$ cat config.mk
export PLATFORM = sky130hd
export DESIGN_NAME = delta_list_sleep_queue_flat
export DESIGN_NICKNAME = d
export VERILOG_FILES = /design/src/dlsq_pkg.sv /design/src/dlsq_if.sv /design/src/dlsq_cell.sv /design/src/delta_list_sleep_queue.sv /design/src/flat_wrapper.sv
export SDC_FILE = /design/constraint.sdc
export NUM_CORES = 1
export LEC_CHECK = 0
export BUFFER_PORTS_ARGS = -buffer_cell sky130_fd_sc_hd__clkbuf_2
export CAP_MARGIN = 20
export CORE_AREA = 2 2 361 363
export DETAILED_ROUTE_END_ITERATION = 16
export DIE_AREA = 0 0 363 365
export GPL_ROUTABILITY_DRIVEN = 0
export HOLD_SLACK_MARGIN = 0.12
export PLACE_DENSITY = 0.35
export SETUP_SLACK_MARGIN = 0.5
export SYNTH_ARGS = -nofsm -noshare
export SYNTH_HDL_FRONTEND = slang
export SYNTH_SLANG_ARGS = --single-unit
$ cat constraint.sdc
create_clock -name clk_i -period 13.3 [get_ports clk_i]
set_input_delay 0.665 -clock clk_i [delete_from_list [all_inputs] [get_ports clk_i]]
set_output_delay 0.665 -clock clk_i [all_outputs]
set_load 0.005 [all_outputs]
$ cat src/dlsq_pkg.sv
package dlsq_pkg;

  localparam int unsigned QUEUE_DEPTH = 16;
  localparam int unsigned ID_BITS     = 8;
  localparam int unsigned PID_W       = 8;
  localparam int unsigned DELTA_W     = 32;
  localparam int unsigned KIND_W      = 2;

  typedef enum logic [KIND_W-1:0] {
    KIND_ACCEPT = 2'd0,
    KIND_FULL   = 2'd1,
    KIND_WOKEN  = 2'd2,
    KIND_IDLE   = 2'd3
  } kind_e;

  typedef enum logic [2:0] {
    ST_IDLE,
    ST_INSERT,
    ST_REPLY,
    ST_DECR,
    ST_POP
  } state_e;

  typedef struct packed {
    logic shift;
    logic dec;
  } cell_ctrl_t;

endpackage

$ cat src/dlsq_if.sv
interface dlsq_in_if;
  logic                        valid;
  logic                        ready;
  logic                        func;
  logic [dlsq_pkg::PID_W-1:0]   process_id;
  logic [dlsq_pkg::DELTA_W-1:0] delay_ticks;

  modport source (output valid, func, process_id, delay_ticks, input ready);
  modport sink   (input valid, func, process_id, delay_ticks, output ready);
endinterface

interface dlsq_out_if;
  logic                       valid;
  logic                       ready;
  logic [dlsq_pkg::KIND_W-1:0] kind;
  logic [dlsq_pkg::PID_W-1:0]  woken_id;
  logic                       last;

  modport source (output valid, kind, woken_id, last, input ready);
  modport sink   (input valid, kind, woken_id, last, output ready);
endinterface

$ cat src/dlsq_cell.sv
module dlsq_cell #(
  parameter int unsigned IdBits = dlsq_pkg::ID_BITS
) (
  input  logic                         clk_i,
  input  dlsq_pkg::cell_ctrl_t         ctrl_i,
  input  logic [IdBits-1:0]            id_i,
  input  logic [dlsq_pkg::DELTA_W-1:0] delta_i,
  output logic [IdBits-1:0]            id_o,
  output logic [dlsq_pkg::DELTA_W-1:0] delta_o
);
  import dlsq_pkg::*;

  logic [IdBits-1:0]  id_q, id_d;
  logic [DELTA_W-1:0] delta_q, delta_d;

  always_comb begin
    id_d    = id_q;
    delta_d = delta_q;
    if (ctrl_i.shift) begin
      id_d    = id_i;
      delta_d = delta_i;
    end else if (ctrl_i.dec && (delta_q != '0)) begin
      delta_d = delta_q - DELTA_W'(1);
    end
  end

  always_ff @(posedge clk_i) begin
    id_q    <= id_d;
    delta_q <= delta_d;
  end

  assign id_o    = id_q;
  assign delta_o = delta_q;

endmodule

$ cat src/delta_list_sleep_queue.sv
// Bounded delta-list sleep queue built as a ring of cells, each holding one
// process id and its delta. An insert rotates the whole ring once past a
// compare unit at the head, then posts its reply, and only then can the next
// request be taken. A tick first decrements the head delta, then pops each
// woken process by shifting the ring one place, then the next request can be
// taken. An insert into a full queue and a tick on an empty queue go straight
// to posting their reply; a tick that wakes nobody posts its reply after the
// decrement. Posting a reply or a wake waits while the output register is
// full. The output register lets a finished result wait while the queue
// works on.
module delta_list_sleep_queue #(
  parameter int unsigned QueueDepth = dlsq_pkg::QUEUE_DEPTH,
  parameter int unsigned IdBits     = dlsq_pkg::ID_BITS
) (
  input  logic        clk_i,
  input  logic        rst_ni,
  dlsq_in_if.sink     req_i,
  dlsq_out_if.source  rsp_o
);
  import dlsq_pkg::*;

  localparam int unsigned CntW  = $clog2(QueueDepth + 1);
  localparam int unsigned StepW = $clog2(QueueDepth);

  state_e state_q, state_d;

  logic [CntW-1:0]    count_q, count_d;
  logic [StepW-1:0]   step_q, step_d;
  logic [DELTA_W-1:0] total_q, total_d;
  logic [DELTA_W-1:0] cum_q, cum_d;
  logic [IdBits-1:0]  new_id_q, new_id_d;
  logic               inserted_q, inserted_d;
  logic [IdBits-1:0]  carry_id_q, carry_id_d;
  logic [DELTA_W-1:0] carry_delta_q, carry_delta_d;
  kind_e              reply_kind_q, reply_kind_d;

  logic               out_valid_q, out_valid_d;
  kind_e              out_kind_q, out_kind_d;
  logic [PID_W-1:0]   out_id_q, out_id_d;
  logic               out_last_q, out_last_d;

  logic [IdBits-1:0]  id_w    [QueueDepth];
  logic [DELTA_W-1:0] delta_w [QueueDepth];
  logic [IdBits-1:0]  feed_id;
  logic [DELTA_W-1:0] feed_delta;

  logic       in_fire, slot_free, head_zero, pop_last, occupied, go_here;
  logic       load_woken, load_reply;
  logic [DELTA_W:0] sum;
  cell_ctrl_t head_ctrl, body_ctrl;

  assign in_fire   = req_i.valid && req_i.ready;
  assign slot_free = !out_valid_q || rsp_o.ready;
  assign head_zero = (delta_w[0] == '0);
  assign pop_last  = (count_q == CntW'(1)) || (delta_w[1] != '0);
  assign occupied  = ({1'b0, step_q} < (StepW + 1)'(count_q));
  assign sum       = {1'b0, cum_q} + {1'b0, delta_w[0]};
  assign go_here   = !occupied || (sum > {1'b0, total_q});

  for (genvar i = 0; i < QueueDepth; i++) begin : g_cell
    if (i == QueueDepth - 1) begin : g_tail
      dlsq_cell #(.IdBits(IdBits)) u_cell (
        .clk_i   (clk_i),
        .ctrl_i  (body_ctrl),
        .id_i    (feed_id),
        .delta_i (feed_delta),
        .id_o    (id_w[i]),
        .delta_o (delta_w[i])
      );
    end else begin : g_body
      dlsq_cell #(.IdBits(IdBits)) u_cell (
        .clk_i   (clk_i),
        .ctrl_i  ((i == 0) ? head_ctrl : body_ctrl),
        .id_i    (id_w[i+1]),
        .delta_i (delta_w[i+1]),
        .id_o    (id_w[i]),
        .delta_o (delta_w[i])
      );
    end
  end

  always_comb begin
    state_d = state_q;
    case (state_q)
      ST_IDLE: begin
        if (in_fire) begin
          if (!req_i.func) begin
            state_d = (count_q == CntW'(QueueDepth)) ? ST_REPLY : ST_INSERT;
          end else begin
            state_d = (count_q == '0) ? ST_REPLY : ST_DECR;
          end
        end
      end
      ST_INSERT: begin
        if (step_q == StepW'(QueueDepth - 1)) begin
          state_d = ST_REPLY;
        end
      end
      ST_REPLY: begin
        if (slot_free) begin
          state_d = ST_IDLE;
        end
      end
      ST_DECR: begin
        state_d = ST_POP;
      end
      ST_POP: begin
        if (!head_zero) begin
          state_d = ST_REPLY;
        end else if (slot_free && pop_last) begin
          state_d = ST_IDLE;
        end
      end
      default: begin
        state_d = ST_IDLE;
      end
    endcase
  end

  always_comb begin
    req_i.ready     = (state_q == ST_IDLE);
    load_woken      = (state_q == ST_POP) && head_zero && slot_free;
    load_reply      = (state_q == ST_REPLY) && slot_free;
    body_ctrl.dec   = 1'b0;
    body_ctrl.shift = (state_q == ST_INSERT) || load_woken;
    head_ctrl.dec   = (state_q == ST_DECR);
    head_ctrl.shift = body_ctrl.shift;
  end

  always_comb begin
    count_d       = count_q;
    step_d        = step_q;
    total_d       = total_q;
    cum_d         = cum_q;
    new_id_d      = new_id_q;
    inserted_d    = inserted_q;
    carry_id_d    = carry_id_q;
    carry_delta_d = carry_delta_q;
    reply_kind_d  = reply_kind_q;
    feed_id       = id_w[0];
    feed_delta    = delta_w[0];

    if (in_fire) begin
      new_id_d   = IdBits'(req_i.process_id);
      total_d    = (req_i.delay_ticks == '0) ? DELTA_W'(1) : req_i.delay_ticks;
      cum_d      = '0;
      step_d     = '0;
      inserted_d = 1'b0;
      if (!req_i.func) begin
        reply_kind_d = KIND_FULL;
      end else begin
        reply_kind_d = KIND_IDLE;
      end
    end

    if (state_q == ST_INSERT) begin
      step_d = step_q + StepW'(1);
      if (inserted_q) begin
        feed_id       = carry_id_q;
        feed_delta    = carry_delta_q;
        carry_id_d    = id_w[0];
        carry_delta_d = delta_w[0];
      end else if (go_here) begin
        feed_id       = new_id_q;
        feed_delta    = total_q - cum_q;
        carry_id_d    = id_w[0];
        carry_delta_d = DELTA_W'(sum - {1'b0, total_q});
        inserted_d    = 1'b1;
      end else begin
        cum_d = sum[DELTA_W-1:0];
      end
      if (step_q == StepW'(QueueDepth - 1)) begin
        count_d      = count_q + CntW'(1);
        reply_kind_d = KIND_ACCEPT;
      end
    end

    if ((state_q == ST_POP) && !head_zero) begin
      reply_kind_d = KIND_IDLE;
    end

    if (load_woken) begin
      count_d = count_q - CntW'(1);
    end
  end

  always_comb begin
    out_valid_d = out_valid_q && !rsp_o.ready;
    out_kind_d  = out_kind_q;
    out_id_d    = out_id_q;
    out_last_d  = out_last_q;
    if (load_woken) begin
      out_valid_d = 1'b1;
      out_kind_d  = KIND_WOKEN;
      out_id_d    = PID_W'(id_w[0]);
      out_last_d  = pop_last;
    end else if (load_reply) begin
      out_valid_d = 1'b1;
      out_kind_d  = reply_kind_q;
      out_id_d    = '0;
      out_last_d  = 1'b1;
    end
  end

  always_ff @(posedge clk_i or negedge rst_ni) begin
    if (!rst_ni) begin
      state_q     <= ST_IDLE;
      count_q     <= '0;
      inserted_q  <= 1'b0;
      out_valid_q <= 1'b0;
    end else begin
      state_q     <= state_d;
      count_q     <= count_d;
      inserted_q  <= inserted_d;
      out_valid_q <= out_valid_d;
    end
  end

  always_ff @(posedge clk_i) begin
    step_q        <= step_d;
    total_q       <= total_d;
    cum_q         <= cum_d;
    new_id_q      <= new_id_d;
    carry_id_q    <= carry_id_d;
    carry_delta_q <= carry_delta_d;
    reply_kind_q  <= reply_kind_d;
    out_kind_q    <= out_kind_d;
    out_id_q      <= out_id_d;
    out_last_q    <= out_last_d;
  end

  assign rsp_o.valid    = out_valid_q;
  assign rsp_o.kind     = out_kind_q;
  assign rsp_o.woken_id = out_id_q;
  assign rsp_o.last     = out_last_q;

endmodule

$ cat src/flat_wrapper.sv
// flat-port wrapper written by rule: the top's interface ports become plain ports
module delta_list_sleep_queue_flat import dlsq_pkg::*;
#(
  parameter int unsigned QueueDepth = dlsq_pkg::QUEUE_DEPTH,
  parameter int unsigned IdBits     = dlsq_pkg::ID_BITS
)
  (clk_i, rst_ni, req_i_valid, req_i_func, req_i_process_id, req_i_delay_ticks, req_i_ready, rsp_o_valid, rsp_o_kind, rsp_o_woken_id, rsp_o_last, rsp_o_ready);
  dlsq_in_if req_i_i ();
  dlsq_out_if rsp_o_i ();
  input  logic clk_i;
  input  logic rst_ni;
  input wire logic [$bits(req_i_i.valid)-1:0] req_i_valid;
  input wire logic [$bits(req_i_i.func)-1:0] req_i_func;
  input wire logic [$bits(req_i_i.process_id)-1:0] req_i_process_id;
  input wire logic [$bits(req_i_i.delay_ticks)-1:0] req_i_delay_ticks;
  output wire logic [$bits(req_i_i.ready)-1:0] req_i_ready;
  output wire logic [$bits(rsp_o_i.valid)-1:0] rsp_o_valid;
  output wire logic [$bits(rsp_o_i.kind)-1:0] rsp_o_kind;
  output wire logic [$bits(rsp_o_i.woken_id)-1:0] rsp_o_woken_id;
  output wire logic [$bits(rsp_o_i.last)-1:0] rsp_o_last;
  input wire logic [$bits(rsp_o_i.ready)-1:0] rsp_o_ready;
  assign req_i_i.valid = req_i_valid;
  assign req_i_i.func = req_i_func;
  assign req_i_i.process_id = req_i_process_id;
  assign req_i_i.delay_ticks = req_i_delay_ticks;
  assign req_i_ready = req_i_i.ready;
  assign rsp_o_valid = rsp_o_i.valid;
  assign rsp_o_kind = rsp_o_i.kind;
  assign rsp_o_woken_id = rsp_o_i.woken_id;
  assign rsp_o_last = rsp_o_i.last;
  assign rsp_o_i.ready = rsp_o_ready;
  delta_list_sleep_queue #(.QueueDepth(QueueDepth), .IdBits(IdBits)) u_core (.clk_i(clk_i), .rst_ni(rst_ni), .req_i(req_i_i), .rsp_o(rsp_o_i));
endmodule
======== After elaboration in Yosys (flattened, before gate mapping) ========
Cells that the tools add are included.
storage, ports and cells
  flip-flop bits (word level) ............. 779
  output and inout port bits .............. 13
  word-level logic and storage cells ...... 141
operators by class
  add/subtract/negate cells ............... 7
  $lt $le $gt $ge ......................... 2
  eq/ne operators ......................... 11
  multiplexer cells ....................... 44
  reduce and logical (&&, ||, !) cells .... 31
operator list
  kind                                                 count
  two-way mux 32 bit                                   11
  zero test 32 bit                                     2
  nonzero test 32 bit                                  2
  subtractor 32 bit                                    2
  two-way mux 8 bit                                    7
  adder 32 x 32 -> 33 bit                              1
  > comparator 33 x 32 -> 1 bit                        1
  subtractor 32 x 1 -> 32 bit (second input constant)  1
  two-way mux 3 bit                                    6
  two-way mux 5 bit                                    3
  case mux 3 bit (5 select lines)                      1
  nonzero test 2 bit                                   6
  two-way mux 2 bit                                    5
  two-way mux 1 bit                                    9
  logical AND 1 bit                                    8
  two-way mux 4 bit                                    2
  == test 3 x 2 -> 1 bit (second input constant)       2
  adder 5 x 1 -> 5 bit (second input constant)         1
  == test 5 x 1 -> 1 bit (second input constant)       1
  == test 5 bit (second input constant)                1
  zero test 5 bit                                      1
  less-than comparator 4 x 5 -> 1 bit                  1
  subtractor 5 x 1 -> 5 bit (second input constant)    1
  adder 4 x 1 -> 4 bit (second input constant)         1
  11 further kinds                                     19

======== Longest topological paths before layout ========
Gate-level depths: netlist (run 1).
  depth after elaboration ................. 6
  gate-level depth with buffers ........... 23
  depth with buffers taken out ............ 20

======== By module ========
A second synthesis (run 1) with hierarchy kept.
second synthesis, totals
  cells, all modules ...................... 4702
  area, all modules ....................... 47144.0 µm²
modules (own cells, without submodules)
  module                                           instances  cells an instance  area an instance (µm²)  seq. area each (µm²)
  dlsq_cell (u_core.g_cell[14].g_body.u_cell ...)  11         211                2230.9                  1201.2
  delta_list_sleep_queue                           1          1296               11374.7                 3763.6
  dlsq_cell (u_core.g_cell[0].g_body.u_cell ...)   5          217                2245.9                  1201.2

======== Worst setup path before layout (run 1) ========
Ideal clock, no wire load.
  kind .................................... reg-to-reg
  start ................................... reg u_core.g_cell[0].g_body.u_cell.delta_q[0]
  end ..................................... reg u_core.carry_delta_q[0], enable pin
  library setup time ...................... 0.456 ns
  arrival time ............................ 6.184 ns
  slack ................................... 6.660 ns
  cell stages (with the launch flop) ...... 21
  buffers on the path ..................... 1
  period minus slack after synthesis ...... 6.640 ns
  path through ............................ edfxtp_1 ha_1 fa_1 a211oi_1 o211ai_1 o211ai_1 and2_1 o21ai_0 a21o_1 a21boi_0 xnor2_1 ha_1 nand2_1 or3_4 nor3_2 o211a_1 nand4bb_2 nand2_2 o211a_1 buf_6 a21oi_1
on the way
  word-level cells in the longest chain between the ends .. 5
RTL lines
  element                        line                           RTL
  start: declaration             dlsq_cell.sv:14                logic [DELTA_W-1:0] delta_q, delta_d;
  start signal: assignment       dlsq_cell.sv:29                delta_q <= delta_d;
  adder 32 x 32 -> 33 bit        delta_list_sleep_queue.sv:57   assign sum = {1'b0, cum_q} + {1'b0, delta_w[0]};
  > comparator 33 x 32 -> 1 bit  delta_list_sleep_queue.sv:58   assign go_here = !occupied || (sum > {1'b0, total_q});
  logical OR 1 bit               delta_list_sleep_queue.sv:58
  nonzero test 2 bit (no line)   n/a
  AND reduction 2 bit (no line)  n/a
  end signal: assignment         delta_list_sleep_queue.sv:225  carry_delta_q <= carry_delta_d;
  end: declaration               delta_list_sleep_queue.sv:34   logic [DELTA_W-1:0] carry_delta_q, carry_delta_d;
Every way passes these cells.
A chain may end at the register's enable or synchronous reset.

======== Final worst setup path (run 1) ========
  start ................................... reg u_core.g_cell[0].g_body.u_cell.delta_q[4]
  end ..................................... reg u_core.g_cell[15].g_tail.u_cell.delta_q[19] (data pin)
on the way
  word-level cells in the longest chain between the ends .. 6
RTL lines
  element                          line                           RTL
  adder 32 x 32 -> 33 bit          delta_list_sleep_queue.sv:57
  > comparator 33 x 32 -> 1 bit    delta_list_sleep_queue.sv:58
  logical OR 1 bit                 delta_list_sleep_queue.sv:58
  two-way mux 32 bit               delta_list_sleep_queue.sv:163  end else if (go_here) begin
  two-way mux 32 bit               delta_list_sleep_queue.sv:158  if (inserted_q) begin
  two-way mux 32 bit               delta_list_sleep_queue.sv:156  if (state_q == ST_INSERT) begin
  named net u_core.feed_delta[19]  delta_list_sleep_queue.sv:45   logic [DELTA_W-1:0] feed_delta;
  end signal: assignment           dlsq_cell.sv:29
  end: declaration                 dlsq_cell.sv:14
The timed path passes the listed nets, and every way through them passes these cells.

==> results by group, run 1 <==
Run
  – Max cap viols: 0

Place
  – PortBufs: 57
  – Post-Place Worst Slack: 6.369 ns
  – Post-DP HPWL: 51.16 mm
  – Cell area after placement: 34090 um^2

Clocking
  – Clock buffer depth: 3
  – Clock root buffer: clkbuf_16
  – Post-CTS setup buffer count: 0
  – CTS Buf Count: 89
  – Clk_lat worst skew: 0.69 ns
  – CTS tree: built
  – # H-tree levels: 3
  – CTS clock-pin slew for the worst setup and hold paths: 0.06 ns
  – Clock sink total: 779

Global routing
  – M1 GR Usage: 16.92%
  – GRT overflow: 0
  – GRT Total Usage: 11.39%
  – First-pass GRT wire length: 113.3 mm
  – GRT met2 Usage: 16.60%
  – Largest net degree at the start of global routing: 196
  – Vias in the first global route: 17500
  – Routing usage on met3: 2.015%
  – Initial antenna violation count: 0
  – GRT Max-Usage Layer: met1

STA
  – RSZ-0062 raised after global routing: false
  – Max-slew violations: 0
  – Least-Margin Pin Slew: 1.192 ns
  – Setup violators final: 0
  – Setup WS post-layout: 6.465 ns
  – Relative slew slack: 20.51%
  – Post-layout min period: 6.835 ns
  – Fmax: 146.3 MHz
  – Final Hold Viols: 0
  – Clock skew: 0.04045 ns
  – Setup tns final: 0 ns
  – Fin crit share: 51.39%

Worst setup path
  – WP buf/inv: 1
  – Critical path's slowest cell: nand2b_4
  – Top Family by Delay on Critical Path: compound AO/OA/AOI/OAI gates
  – Worst Path Max Fanout: 45
  – Crit. End Element: register
  – R2R setup slack: 6.46 ns
  – CP Data Required Time: 13.70 ns
  – Crit path largest cell delay: 0.66 ns
  – Cell Chain, Critical Path: ha_1, nand3_1, o21a_1, a31oi_1, a32oi_1, o21ai_1, a211oi_1, o41ai_1, xor2_1, ha_1, nand4_1, nor4_1, nand2_1, nor3_1, o211a_2, buf_4, nand2b_4, o21ai_1
  – Crit path arrival time: 7.23 ns
  – Setup Crit Path Kind: register to register
  – Worst setup SP type: register

Min path
  – Hold crit path type: primary input to register

Synth
  – Warnings, synthesis: 0
  – #FFs+latches synth: 779
  – Avg Inst Size Synth: 14.76 um^2
  – Syn Inst Count: 2161
  – Post-synth EDFFs: 733
  – Mapped cell area: 31900 um^2
  – Synth cell types: 84
  – Post-Synthesis Net Count: 2312
  – Seq/Total Area, Yosys: 72.04%
  – Primary FF master, synth: edfxtp_1
  – Post-synth ARST share: 1.284%

Drt
  – Vias per cell: 4.444
  – Drt wl/cell: 18.98 um
  – Total Wirelength: 75.92 mm
  – Residual DRC count: 0
  – Antenna-violating nets left: 0
  – Drt initial violations: 1510
  – DRT Pass-1 Iters: 5
  – Vias post-DR: 17770

Floorplan
  – Initial Utilization: 24.79%
  – Horiz. Die Dim: 363 um
  – Core Area: 128700 um^2
  – Die area: 132500 um^2
  – Io pins: 58
  – Die Height: 365 um
  – Cell Rows: 132

Layout
  – Area growth from synthesis to layout: 16.66%
  – Final Util: 28.93%
  – Layout cell share with drive strength beyond 1: 10.97%
  – Design area: 37210 um^2
  – Most common cell after layout, fill and taps aside: edfxtp_1
  – Most frequent cells in the layout: edfxtp_1 (733), nand2_1 (119), nor2_1 (119)
  – # diodes: 0
  – Fin nets: 2407

Run status
  – Outcome: complete, no violations
[Yosys cell counts, types with 16 or more instances]
cell type    n  area (um^2)
a21o_1      39        292.8
a21oi_1    112        560.5
a22o_1      24        210.2
a31oi_1     31        193.9
and2_1      16        100.1
clkbuf_1    70        262.8
dfxtp_1     36        720.7
edfxtp_1   733        22010
ha_1       103         1289
inv_1       96        360.4
nand2_1    119        446.7
nand2b_1    19        118.9
nand3_1     71        355.3
nor2_1     119        446.7
nor3_1      35        175.2
nor4_1      25        156.4
o21a_1      24        180.2
o21ai_0     75        375.4
o22ai_1     17        106.4
xnor2_1     66        578.1
xor2_1      42        367.9
[cells by family after synthesis]
logic type	after synthesis	synth area share (%)
AO/OA/AOI/OAI	465	9.900
adder cells (fa/ha/maj)	106	4.228
multiplexers	21	0.7099
XOR/XNOR	108	2.965
AND/OR/NAND/NOR	490	7.707
buffers and inverters	192	2.447
flip-flops	779	72.04
[worst register-to-register path, stage by stage (launching register included)]
cell,delay (ns)
edfxtp_1,0.53
ha_1,0.45
nand3_1,0.10
o21a_1,0.19
a31oi_1,0.39
a32oi_1,0.29
o21ai_1,0.49
a211oi_1,0.15
o41ai_1,0.38
xor2_1,0.16
ha_1,0.41
nand4_1,0.21
nor4_1,0.38
nand2_1,0.10
nor3_1,0.29
o211a_2,0.55
buf_4,0.60
nand2b_4,0.69
o21ai_1,0.21
[registers in the layout, indices dropped and copies added (netlist names), 32 cells and up]
register and cells:
u_core.cum_q 32, u_core.total_q 32, u_core.g_cell.g_body.u_cell.id_o 120, u_core.g_cell.g_body.u_cell.delta_o 480, u_core.carry_delta_q 32, u_core.g_cell.g_tail.u_cell.delta_o 32
[through the flow]
step	cells	hold slack, ns
2_1_floorplan	2161	0.3694
3_3_place_gp	3815	0.4002
3_5_place_dp	3817	0.4045
4_1_cts	3997	0.1308
5_1_grt	3999	0.1499
6_report	3999	0.1973
[layer usage]
layer | vias up | part of all wire, %
li1 | 8414 | -
met1 | 8864 | 51
met2 | 380 | 43
met4 | 0 | 2.5
met5 | - | 0
met3 | 113 | 4.1
[area by class of cell]
class                           instances  area, um^2
Timing Repair Buffer                   99       735.7
Multi-Input combinational cell       1190        8165
Fill cell                           12840       91440
Tap cell                             1675        2096
Inverter                               97       371.6
Sequential cell                       779       22990
Clock inverter                         43       510.5
Clock buffer                          116        2350
[timing repair]
item | in CTS | in global routing
hold buffers | 21 | 0
endpoints found under the hold margin | 30 | 0
resized for setup | 0 | 0
[final timing paths]
kind | from | endpoint | cells after the start
setup / recovery | u_core.g_cell[0].g_body.u_cell.delta_o[4] | u_core.g_cell[15].g_tail.u_cell.delta_o[19] | 18
hold / removal | req_i_delay_ticks[15] | u_core.total_q[15] | 1
setup reg to reg | u_core.g_cell[0].g_body.u_cell.delta_o[4] | u_core.g_cell[15].g_tail.u_cell.delta_o[19] | 18
hold reg to reg | u_core.g_cell[12].g_body.u_cell.delta_o[25] | u_core.g_cell[11].g_body.u_cell.delta_o[25] | 0
max in group asynchronous | rst_ni | u_core.inserted_q | 2
min in group asynchronous | rst_ni | u_core.inserted_q | 2
Power of run 1 is left out: the tool's default activity adds up to more than one toggle a clock period on the data nets, which glitch-free logic cannot reach.
==> run 2, diff against run 1 <==
Settings changed: PLACE_DENSITY 0.35 to 0.37.
Clock period 13.3 ns to 5.49 ns, I/O delays scaled along.
==> run 2 against run 1 <==
  * Routed wire length up 3.7%
  * Register-to-register slack worse by 6.0 ns
  * Final cell count up 2.6%
  * Design area up 3.7%
  * Global-route usage up 0.18 points
  * Setup slack worse by 6.0 ns
  * Sequential cell count unchanged
  * Core utilization up 1.1 points
  * Die area unchanged
  * Critical path depth up 1
  * Critical path type unchanged
  * Critical endpoint is now u_core.g_cell[15].g_tail.u_cell.delta_o[22]
==> results by group, run 2 (synthesis gave the netlist of run 1 again) <==
Global routing
  – First-pass GRT wire length: 115.6 mm
  – GRT Total Usage: 11.57%
  – Largest net degree at the start of global routing: 90
  – Initial antenna violation count: 2
  – Vias in the first global route: 17940
  – GRT overflow: 0

Worst setup path
  – Worst Path Max Fanout: 8
  – Worst setup SP type: register
  – Crit path arrival time: 5.34 ns
  – Setup Crit Path Kind: register to register
  – CP Data Required Time: 5.85 ns
  – Crit. End Element: register
  – Reg2Reg Depth: 19

Layout
  – Number of flip-flops in the largest register: 480
  – Layout cell share with drive strength beyond 1: 16.22%
  – Fin nets: 2510
  – Fillers: 12800
  – Area growth from synthesis to layout: 20.96%
  – Most common cell after layout, fill and taps aside: edfxtp_1
  – Most frequent cells in the layout: edfxtp_1 (733), nand2_1 (118), nor2_1 (118)
  – # diodes: 0

Clocking
  – # H-tree levels: 3
  – Clock sink total: 779
  – CTS Buf Count: 87
  – Clock root buffer: clkbuf_16
  – Clock buffer depth: 3
  – CTS tree: built
  – CTS clock-pin slew for the worst setup and hold paths: 0.06 ns
  – Clk_lat worst skew: 0.66 ns

Drt
  – Vias post-DR: 18250
  – Antenna-violating nets left: 0
  – Residual DRC count: 0
  – Total Wirelength: 78.77 mm
  – DRT Pass-1 Iters: 5
  – Drt initial violations: 1316
  – Drt wl/cell: 19.19 um
  – Vias per cell: 4.446

Floorplan
  – Cell Rows: 132
  – Initial Utilization: 24.79%
  – Io pins: 58
  – Horiz. Die Dim: 363 um
  – Core Area: 128700 um^2
  – Die area: 132500 um^2
  – Die Height: 365 um

Min path
  – Worst hold stages: 2
  – Hold crit path type: primary input to register

STA
  – Setup violators final: 0
  – Setup tns final: 0 ns
  – Relative slew slack: 26.92%
  – Fin crit share: 90.69%
  – Max-slew violations: 0
  – RSZ-0062 raised after global routing: true
  – Final Hold Viols: 0
  – Post-layout min period: 4.979 ns
  – Least-Margin Pin Slew: 1.087 ns
  – Clock skew: 0.02743 ns
  – Fmax: 200.9 MHz

Run status
  – Outcome: complete, no violations

Run
  – Max cap viols: 0

Place
  – PortBufs: 57
  – Post-DP HPWL: 53.53 mm
run 2: cell count changes in the layout (fill, tap and decap cells not counted), sizes merged:
cell	before	now
buf	21	99
bufinv	10	8
clkbuf	173	163
clkinv	30	33
clkinvlp	2	3
dlygate4sd3	21	46
inv	98	107
o211a	3	4
run 2: final timing paths:
kind / start / endpoint / slack (ns)
hold reg to reg: u_core.g_cell[11].g_body.u_cell.delta_o[19] / u_core.g_cell[10].g_body.u_cell.delta_o[19] / 0.40
setup / recovery: u_core.g_cell[0].g_body.u_cell.delta_o[17] / u_core.g_cell[15].g_tail.u_cell.delta_o[22] / 0.51
min in group asynchronous: rst_ni / u_core.count_q[2] / 0.69
max in group asynchronous: rst_ni / u_core.inserted_q / 4.39
hold / removal: req_i_process_id[7] / u_core.new_id_q[7] / 0.34
setup reg to reg: u_core.g_cell[0].g_body.u_cell.delta_o[17] / u_core.g_cell[15].g_tail.u_cell.delta_o[22] / 0.51
run 2: area by class of cell:
class	instances	area [um^2]	share of cell area, %
clock buffer	105	2245	5.817
clock inverter	54	510.5	1.323
tap	1675	2096	5.431
timing repair buffer	203	1717	4.449
sequential	779	22990	59.57
multi-input combinational	1191	8663	22.45
inverter	97	371.6	0.9630
run 2: worst max-delay path, cell delays in order (launching register included):
cell and delay, ns:
edfxtp_1 0.41, ha_1 0.39, a21oi_1 0.21, o21ai_0 0.18, a211oi_2 0.29, buf_4 0.15, nor3b_2 0.24, a21oi_2 0.12
or4_4 0.53, xor2_2 0.17, ha_1 0.31, nand4_1 0.19, buf_4 0.19, o31ai_2 0.27, nand2_4 0.12, o211a_4 0.31
buf_12 0.15, clkbuf_16 0.19, a31oi_4 0.17, o31ai_2 0.08
run 2: per-stage QoR:
stage | cell area, um^2 | hold WS, ns | instances | util [%] | setup WS, ns
6_report | 38590 | 0.3360 | 4104 | 29.99 | 0.5113
5_1_grt | 38590 | 0.3106 | 4104 | 29.99 | 0.2549
3_3_place_gp | 34720 | 0.1794 | 3880 | 26.99 | 0.2995
2_1_floorplan | 31940 | -0.02109 | 2161 | - | 0.5329
3_5_place_dp | 34720 | 0.1799 | 3880 | 26.99 | 0.1601
4_1_cts | 38060 | 0.2794 | 4089 | 29.58 | 0.4839
run 2: metal layers:
metal	track usage [%]	vias to the layer above	share of wire, %
li1	-	8620	-
met5	0	-	0
met4	3.702	0	2.4
met2	17.63	371	44
met1	16.57	9143	49
met3	2.151	112	4.5
run 2: what timing repair did:
action / 4_1_cts / 5_1_grt
hold endpoints to repair: 56 / 0
gates resized for setup: 14 / 65
endpoints found under the setup margin: 104 / 116
pin swaps: 5 / 36
hold buffers: 46 / 0
buffers inserted: 4 / 12
gates cloned: 0 / 3
Power of run 2 is left out for the same reason.
